## config.mk

```make
export PLATFORM = sky130hd
export DESIGN_NAME = unicycle_pose_integrator_top
export DESIGN_NICKNAME = d
export VERILOG_FILES = /design/src/design/upi_pkg.sv /design/src/design/unicycle_pose_integrator_top.sv /design/src/design/upi_cordic.sv
export SDC_FILE = /design/constraint.sdc
export NUM_CORES = 2
export LEC_CHECK = 0
export BUFFER_PORTS_ARGS = -buffer_cell sky130_fd_sc_hd__buf_2
export CELL_PAD_IN_SITES_DETAIL_PLACEMENT = 1
export CELL_PAD_IN_SITES_GLOBAL_PLACEMENT = 1
export CORE_MARGIN = 2
export CORE_UTILIZATION = 41
export CTS_CLUSTER_SIZE = 10
export DETAILED_ROUTE_END_ITERATION = 6
export PLACE_DENSITY_LB_ADDON = 0.1
export SYNTH_ARGS = -nofsm -noshare
export SYNTH_HDL_FRONTEND = slang
export SYNTH_SLANG_ARGS = --single-unit
```

## constraint.sdc

```tcl
create_clock -name clk -period 28.9 [get_ports clk]
set_input_delay 5.78 -clock clk [delete_from_list [all_inputs] [get_ports clk]]
set_output_delay 5.78 -clock clk [all_outputs]
set_load 0.02 [all_outputs]
```

## src/design/upi_pkg.sv

```systemverilog
// Shared types, constants and the arctangent table for the unicycle pose integrator.
package upi_pkg;

  localparam int ATAN_ENTRIES = 24;
  localparam int STEP_W       = 5;

  // Start value of the rotation: 1/K of the CORDIC gain, Q2.30
  localparam logic signed [32:0] CORDIC_GAIN_Q30 = 33'sd652032874;

  // 65536/(2*pi) in Q16.16, split into a high and a low 16-bit half
  localparam logic signed [17:0] RAD2BAM_HI = 18'sd10430;
  localparam logic signed [17:0] RAD2BAM_LO = 18'sd24796;

  localparam logic [2:0] REG_MODE       = 3'd0;
  localparam logic [2:0] REG_TIME_STEP  = 3'd1;
  localparam logic [2:0] REG_START_X    = 3'd2;
  localparam logic [2:0] REG_START_Y    = 3'd3;
  localparam logic [2:0] REG_START_HEAD = 3'd4;
  localparam logic [2:0] REG_START_V    = 3'd5;
  localparam logic [2:0] REG_START_W    = 3'd6;

  localparam logic ACT_STEP    = 1'b0;
  localparam logic ACT_RESTART = 1'b1;

  typedef enum logic [3:0] {
    S_IDLE,
    S_DIST,
    S_TURN,
    S_ROT,
    S_XH,
    S_XL,
    S_XA,
    S_YH,
    S_YL,
    S_YA,
    S_HH,
    S_HL,
    S_HA,
    S_OUT
  } state_t;

  // atan(2^-i), 2^32 per turn
  function automatic logic signed [31:0] atan_lut(input logic [STEP_W-1:0] idx);
    logic signed [31:0] r;
    case (idx)
      5'd0:    r = 32'sd536870912;
      5'd1:    r = 32'sd316933406;
      5'd2:    r = 32'sd167458907;
      5'd3:    r = 32'sd85004756;
      5'd4:    r = 32'sd42667331;
      5'd5:    r = 32'sd21354465;
      5'd6:    r = 32'sd10679838;
      5'd7:    r = 32'sd5340245;
      5'd8:    r = 32'sd2670163;
      5'd9:    r = 32'sd1335087;
      5'd10:   r = 32'sd667544;
      5'd11:   r = 32'sd333772;
      5'd12:   r = 32'sd166886;
      5'd13:   r = 32'sd83443;
      5'd14:   r = 32'sd41722;
      5'd15:   r = 32'sd20861;
      5'd16:   r = 32'sd10430;
      5'd17:   r = 32'sd5215;
      5'd18:   r = 32'sd2608;
      5'd19:   r = 32'sd1304;
      5'd20:   r = 32'sd652;
      5'd21:   r = 32'sd326;
      5'd22:   r = 32'sd163;
      5'd23:   r = 32'sd81;
      default: r = 32'sd0;
    endcase
    return r;
  endfunction

endpackage

```

## src/design/unicycle_pose_integrator_top.sv

```systemverilog
// Top level of the unicycle pose integrator: sequencer, shared multiplier and pose state.
//
// Channels: an input channel (in_valid/in_ready) carries action, linear_speed and
// turn_rate; a result channel (out_valid/out_ready) returns pos_x, pos_y, heading and
// saturated, one result per input item. A configuration channel (cfg_valid/cfg_ready,
// cfg_index, cfg_data) writes the mode, time step and start registers; it is always
// ready and unknown indexes are dropped.
// Timing: a step item forms the speed products while the CORDIC loop runs
// (one micro-rotation per cycle, CORDIC_STEPS capped at 24), then makes six passes
// through one 34x18 multiplier with a 66-bit accumulator and three pose updates
// before its result is valid. A restart item has its result valid the cycle after the
// transfer. One item is in flight at a time; in_ready is low from transfer until the
// cycle after the result is taken, so a new item is taken only after the last result
// has been taken.
// Reset: registers take their listed reset values, the pose and the previous
// speeds clear to zero and the block comes up ready.
// Stall: a result holds on the output ports until out_ready is seen; no new
// item is taken meanwhile.
module unicycle_pose_integrator_top #(
  parameter int CORDIC_STEPS = 16
) (
  input  logic               clk,
  input  logic               rst,
  input  logic               in_valid,
  output logic               in_ready,
  input  logic               action,
  input  logic signed [15:0] linear_speed,
  input  logic signed [15:0] turn_rate,
  output logic               out_valid,
  input  logic               out_ready,
  output logic signed [31:0] pos_x,
  output logic signed [31:0] pos_y,
  output logic [15:0]        heading,
  output logic               saturated,
  input  logic               cfg_valid,
  output logic               cfg_ready,
  input  logic [2:0]         cfg_index,
  input  logic [31:0]        cfg_data
);
  import upi_pkg::*;

  state_t state;
  state_t state_next;

  // configuration
  logic               integration_mode;
  logic [15:0]        time_step;
  logic signed [31:0] start_pos_x;
  logic signed [31:0] start_pos_y;
  logic [15:0]        start_heading;
  logic signed [15:0] start_speed;
  logic signed [15:0] start_turn_rate;

  // pose state
  logic signed [31:0] pose_x;
  logic signed [31:0] pose_y;
  logic [15:0]        pose_heading;
  logic signed [15:0] prev_speed;
  logic signed [15:0] prev_turn_rate;
  logic               sat;

  // working registers
  logic signed [16:0] sv;
  logic signed [16:0] sw;
  logic signed [32:0] travel;
  logic signed [32:0] tdist;
  logic signed [65:0] acc;

  logic signed [16:0] sv_next;
  logic signed [16:0] sw_next;

  // shared multiplier
  logic signed [33:0] mul_a;
  logic signed [17:0] mul_b;
  logic signed [51:0] prod;
  logic signed [65:0] mac;
  logic               acc_shift;

  logic               accept;
  logic               cordic_start;
  logic               cordic_done;
  logic signed [32:0] cos_v;
  logic signed [32:0] sin_v;

  // rounding and pose update
  logic signed [65:0] rnd;
  logic signed [26:0] dpos;
  logic signed [31:0] pos_old;
  logic signed [33:0] pos_sum;
  logic signed [31:0] pos_clip;
  logic               pos_sat;
  logic [15:0]        dh;

  upi_cordic #(
    .STEPS(CORDIC_STEPS)
  ) u_cordic (
    .clk    (clk),
    .rst    (rst),
    .start  (cordic_start),
    .angle  (pose_heading),
    .done   (cordic_done),
    .cos_out(cos_v),
    .sin_out(sin_v)
  );

  assign cfg_ready = 1'b1;
  assign accept    = in_valid & in_ready;

  assign sv_next = integration_mode ? (17'(linear_speed) + 17'(prev_speed))
                                    : (17'(linear_speed) <<< 1);
  assign sw_next = integration_mode ? (17'(turn_rate) + 17'(prev_turn_rate))
                                    : (17'(turn_rate) <<< 1);

  // next state
  always_comb begin
    state_next = state;
    unique case (state)
      S_IDLE: begin
        if (in_valid) begin
          state_next = (action == ACT_RESTART) ? S_OUT : S_DIST;
        end
      end
      S_DIST: state_next = S_TURN;
      S_TURN: state_next = S_ROT;
      S_ROT: begin
        if (cordic_done) begin
          state_next = S_XH;
        end
      end
      S_XH:   state_next = S_XL;
      S_XL:   state_next = S_XA;
      S_XA:   state_next = S_YH;
      S_YH:   state_next = S_YL;
      S_YL:   state_next = S_YA;
      S_YA:   state_next = S_HH;
      S_HH:   state_next = S_HL;
      S_HL:   state_next = S_HA;
      S_HA:   state_next = S_OUT;
      S_OUT: begin
        if (out_ready) begin
          state_next = S_IDLE;
        end
      end
      default: state_next = S_IDLE;
    endcase
  end

  // outputs and multiplier operand selection
  always_comb begin
    in_ready     = 1'b0;
    out_valid    = 1'b0;
    cordic_start = 1'b0;
    acc_shift    = 1'b0;
    mul_a        = 34'(travel);
    mul_b        = '0;
    unique case (state)
      S_IDLE: begin
        in_ready     = 1'b1;
        cordic_start = in_valid & (action == ACT_STEP);
      end
      S_DIST: begin
        mul_a = 34'(sv);
        mul_b = $signed({2'b00, time_step});
      end
      S_TURN: begin
        mul_a = 34'(sw);
        mul_b = $signed({2'b00, time_step});
      end
      S_XH: begin
        mul_b = 18'($signed(cos_v[32:16]));
      end
      S_XL: begin
        mul_b     = $signed({2'b00, cos_v[15:0]});
        acc_shift = 1'b1;
      end
      S_YH: begin
        mul_b = 18'($signed(sin_v[32:16]));
      end
      S_YL: begin
        mul_b     = $signed({2'b00, sin_v[15:0]});
        acc_shift = 1'b1;
      end
      S_HH: begin
        mul_a = 34'(tdist);
        mul_b = RAD2BAM_HI;
      end
      S_HL: begin
        mul_a     = 34'(tdist);
        mul_b     = RAD2BAM_LO;
        acc_shift = 1'b1;
      end
      S_OUT: begin
        out_valid = 1'b1;
      end
      default: begin
      end
    endcase
  end

  assign prod = mul_a * mul_b;
  assign mac  = acc_shift ? ((acc <<< 16) + 66'(prod)) : 66'(prod);

  // position: round half up at bit 39, then clip to 32 bits
  assign rnd      = acc + (66'sd1 <<< 38);
  assign dpos     = rnd[65:39];
  assign pos_old  = (state == S_YA) ? pose_y : pose_x;
  assign pos_sum  = 34'(pos_old) + 34'(dpos);
  assign pos_sat  = (pos_sum[33:31] != 3'b000) && (pos_sum[33:31] != 3'b111);
  assign pos_clip = pos_sat ? (pos_sum[33] ? 32'sh8000_0000 : 32'sh7fff_ffff)
                            : pos_sum[31:0];
  // heading: round half up at bit 41, keep 16 wrapping bits
  assign dh       = 16'(((acc + (66'sd1 <<< 40)) >>> 41));

  always_ff @(posedge clk) begin
    if (rst) begin
      state <= S_IDLE;
    end else begin
      state <= state_next;
    end
  end

  always_ff @(posedge clk) begin
    if (rst) begin
      integration_mode <= 1'b0;
      time_step        <= 16'd655;
      start_pos_x      <= '0;
      start_pos_y      <= '0;
      start_heading    <= '0;
      start_speed      <= '0;
      start_turn_rate  <= '0;
    end else if (cfg_valid && cfg_ready) begin
      unique case (cfg_index)
        REG_MODE:       integration_mode <= cfg_data[0];
        REG_TIME_STEP:  time_step        <= cfg_data[15:0];
        REG_START_X:    start_pos_x      <= cfg_data;
        REG_START_Y:    start_pos_y      <= cfg_data;
        REG_START_HEAD: start_heading    <= cfg_data[15:0];
        REG_START_V:    start_speed      <= cfg_data[15:0];
        REG_START_W:    start_turn_rate  <= cfg_data[15:0];
        default: begin
        end
      endcase
    end
  end

  always_ff @(posedge clk) begin
    if (rst) begin
      pose_x         <= '0;
      pose_y         <= '0;
      pose_heading   <= '0;
      prev_speed     <= '0;
      prev_turn_rate <= '0;
      sat            <= 1'b0;
    end else if (accept) begin
      sat <= 1'b0;
      if (action == ACT_RESTART) begin
        pose_x         <= start_pos_x;
        pose_y         <= start_pos_y;
        pose_heading   <= start_heading;
        prev_speed     <= start_speed;
        prev_turn_rate <= start_turn_rate;
      end else begin
        prev_speed     <= linear_speed;
        prev_turn_rate <= turn_rate;
      end
    end else if (state == S_XA) begin
      pose_x <= pos_clip;
      sat    <= sat | pos_sat;
    end else if (state == S_YA) begin
      pose_y <= pos_clip;
      sat    <= sat | pos_sat;
    end else if (state == S_HA) begin
      pose_heading <= pose_heading + dh;
    end
  end

  always_ff @(posedge clk) begin
    if (accept) begin
      sv <= sv_next;
      sw <= sw_next;
    end
    if (state == S_DIST) begin
      travel <= prod[32:0];
    end
    if (state == S_TURN) begin
      tdist <= prod[32:0];
    end
    acc <= mac;
  end

  assign pos_x     = pose_x;
  assign pos_y     = pose_y;
  assign heading   = pose_heading;
  assign saturated = sat;

endmodule

```

## src/design/upi_cordic.sv

```systemverilog
// Iterative rotation-mode CORDIC: one micro-rotation per cycle, gives cos and sin in Q2.30.
module upi_cordic #(
  parameter int STEPS = 16
) (
  input  logic               clk,
  input  logic               rst,
  input  logic               start,
  input  logic [15:0]        angle,
  output logic               done,
  output logic signed [32:0] cos_out,
  output logic signed [32:0] sin_out
);
  import upi_pkg::*;

  localparam int NUM = (STEPS > ATAN_ENTRIES) ? ATAN_ENTRIES : STEPS;
  localparam logic [STEP_W-1:0] LAST = STEP_W'(NUM - 1);

  logic                busy;
  logic [STEP_W-1:0]   cnt;
  logic signed [32:0]  x;
  logic signed [32:0]  y;
  logic signed [31:0]  z;
  logic                flip;

  logic signed [32:0]  xs;
  logic signed [32:0]  ys;
  logic signed [31:0]  step_angle;
  logic                fold;

  assign xs         = x >>> cnt;
  assign ys         = y >>> cnt;
  assign step_angle = atan_lut(cnt);
  // headings in the back half-plane get a half-turn shift and a sign flip
  assign fold       = angle[14] ^ angle[15];

  always_ff @(posedge clk) begin
    if (rst) begin
      busy <= 1'b0;
      cnt  <= '0;
    end else if (start) begin
      busy <= 1'b1;
      cnt  <= '0;
    end else if (busy) begin
      cnt <= cnt + 1'b1;
      if (cnt == LAST) begin
        busy <= 1'b0;
      end
    end
  end

  always_ff @(posedge clk) begin
    if (start) begin
      x    <= CORDIC_GAIN_Q30;
      y    <= '0;
      z    <= $signed({angle[15] ^ fold, angle[14:0], 16'h0000});
      flip <= fold;
    end else if (busy) begin
      if (!z[31]) begin
        x <= x - ys;
        y <= y + xs;
        z <= z - step_angle;
      end else begin
        x <= x + ys;
        y <= y - xs;
        z <= z + step_angle;
      end
    end
  end

  assign done    = ~busy;
  assign cos_out = flip ? -x : x;
  assign sin_out = flip ? -y : y;

endmodule
```

==> impl_results.md <==
- Fillers: approximately 18,000
- Final hold violation count: 0
- Mapped Area: slightly above 60,000 um^2
- Clock Skew: around 0.049 ns
- DR vias: approximately 55,000
- Die Y: about 390 um
- Setup TNS: 0 ns
- Ratio of cells with drive above 1 in the final layout: 8.73%
- # H-tree levels: 3
- Synth area leaders: fa_1 (19%), dfxtp_1 (14%), ha_1 (7.4%)
- Slowest stage delay, CP: between 0.7 and 0.8 ns
- Bufs on Longest Clock Path: 3
- Row cnt: 142
- HP Class: reg2reg
- Synth top area share: between 10% and 20%
- Worst setup startpoint: u_cordic.y[3]
- Post-synth top area cell: fa_1
- RR Startpoint: u_cordic.y[3]
- Largest net degree at the start of global routing: 104
- Routed vias/inst: ~5.8
- Critical Path Fanout Max: 31
- Synthesized area per cell: between 8 and 9 um^2
- Pre-CTS setup slack: approximately 16 ns
- Min Tclk post-route: between 10 and 15 ns
- Flops & latches, synth: ~550
- Worst EP required: around 30 ns
- CP endpoint kind: flop
- First-pass GRT wire length: ~360,000 um
- Max Cap Viol: 0
- I/O Pins: between 150 and 200
- Hold Path Origin: start_pos_x[26]
- DRC Markers: 0
- Final net count: between 8,000 and 9,000
- RSZ-0062 raised after global routing: no
- Count of cell types in the netlist: roughly 100
- Worst setup margin: approximately 16 ns
- Least-Margin Pin Slew: approximately 1.2 ns
- Total Die Area: about 150,000 um^2
- Starting Density: about two fifths
- Clk root buf: clkbuf_16
- Sequential-to-total area share from yosys stat: roughly 20%
- Crit path kind: reg2reg
- Worst EP arrival: about 13 ns
- GPL Wtd Cong: between 0.9 and 1
- Sink Count: about 550
- Vias in the first global route: roughly 58,000
- Total grt overflow: 0
- GRT Util Overall: slightly above 30%
- CTS tree: yes
- CP startpoint kind: flop
- Worst path slowest cell: nor4_1
- Fmax: roughly 78 MHz
- DIE WIDTH: approximately 390 um
- Crit path top cell by count: fa_1
- HPWL after DPL: between 150,000 and 200,000 um
- Final wirelength: between 200,000 and 250,000 um
- Initial antenna violation count: 4
- Synth warn: 0
- PostCTS Resize Cnt: 0
- Outcome: completed
- Routed length per instance: around 25 um
- P&R area growth vs syn: 8.28%
- TritonCTS Buffers: 75
- Post-Synthesis Cells: between 7,000 and 8,000
- Placed Cells incl. Taps: between 9,000 and 10,000
- Synth Net Count: between 8,000 and 9,000
- IO buf count: ~160
- Clock slew at reported path FFs: 0.06 ns
- Final setup violation count: 0
- Final max-slew violation count: 0
- Fin crit share: 44.6%
- Final ANT Viol Nets: 0
- Clk Latency, worst-skew pair: 0.69 ns
- Fin cells: roughly 9,500
- Drt pass-1 iters: 6
- Post-CTS Repair Setup Buffers: 0
- Initial drt markers: around 3,800
- Core area: 150,000 um^2
- Slew headroom: between 15 and 20%
- Top_reg_cell synth: dfxtp_1
- R2R setup slack: roughly 16 ns
- Asr flop ratio synth: 0%
- Hold buffer count at CTS: 0
- Post-synth EDFFs: approximately 120
==> state kept, by name, indices dropped and copies added, names as in the netlist, 32 cells and up <==
signal / flops
start_pos_x: 32
u_cordic.z: 32
u_cordic.y: 33
pos_x: 32
acc: 66
u_cordic.x: 33
tdist: 33
travel: 33
pos_y: 32
start_pos_y: 32
==> logic make-up (layout without fill, tap and decap cells) <==
| group | Yosys count | after routing | share of synthesized area, % |
|---|---|---|---|
| AO/OA/AOI/OAI | 1616 | 1616 | 16.6 |
| XOR/XNOR | 428 | 428 | 6.03 |
| adder cells (fa/ha/maj) | 949 | 949 | 26.1 |
| buffers and inverters | 1221 | 1190 | 7.67 |
| flip-flops | 547 | 547 | 19.5 |
| multiplexers | 303 | 303 | 6.77 |
| other | 1 | 5 | 0.00604 |
| AND/OR/NAND/NOR | 2425 | 2425 | 17.2 |
==> worst paths after layout <==
| kind | endpoint | cells after the start |
|---|---|---|
| worst max-delay path | acc[64] | 41 |
| worst min-delay path | start_pos_x[26] | 2 |
| worst max register to register | acc[64] | 41 |
| worst min register to register | start_pos_x[26] | 2 |
==> metrics by stage <==
step / hold WS (ns) / area (um^2) / utilization [%]
2_1_floorplan: 0.432 / 62100 / -
3_3_place_gp: 0.440 / 64700 / 43.1
3_5_place_dp: 0.445 / 64700 / 43.1
4_1_cts: 0.453 / 67300 / 44.8
5_1_grt: 0.465 / 67300 / 44.8
6_report: 0.451 / 67300 / 44.8
==> metal layers <==
layer  wire length, um  vias to the layer above  track usage (%)
met5                23                        -                0
li1                  -                    25100                -
met4              6420                        4             8.23
met3             15600                      335             5.33
met1            108000                    28100             43.0
met2            104000                     1603             47.7
==> cells in the final DEF (no fill, tap or decap), drive strengths merged, types with 82 or more instances in the layout <==
cell type,instances
buf,281
a21o,150
dfxtp,430
and2,96
a211oi,102
mux2i,134
clkbuf,111
o21ai,342
nor3,89
fa,582
nand2,1070
inv,771
nand3,110
nor2,691
ha,366
edfxtp,117
xnor2,250
a21oi,506
xor2,178
mux2,87
mux4,82
==> worst max-delay path: cells and delay by family (launching register included) <==
family,cells,cell delay [ns]
xor gates and xnor gates,2,0.41
DFF,1,0.42
AOI/OAI and AO/OA,16,3.78
and+or+nand+nor,11,3.76
buffers and inverters,4,0.85
adders and majority gates,8,3.50
==> cell type report <==
class,count,area [um^2],share of cell area [%]
clock buffer,110,2180,3.24
multi-input combinational,5722,45400,67.5
inverter,775,2910,4.33
clock inverter,23,350,0.521
antenna,4,10.0,0.0149
sequential,547,12100,18.0
tap,2016,2520,3.75
timing repair buffer,282,1740,2.58
==> synthesized netlist by cell type, drive strengths merged, types with 102 or more instances <==
| cell | n |
|---|---|
| nor2 | 691 |
| a211oi | 102 |
| dfxtp | 430 |
| xnor2 | 250 |
| nand2 | 1070 |
| edfxtp | 117 |
| nand3 | 110 |
| clkbuf | 344 |
| a21o | 150 |
| a21oi | 506 |
| o21ai | 342 |
| buf | 102 |
| inv | 770 |
| ha | 366 |
| xor2 | 178 |
| mux2i | 134 |
| fa | 582 |
Power is not shown: default switching activity piles up to over one toggle a cycle in this logic, so the estimate is an artifact.
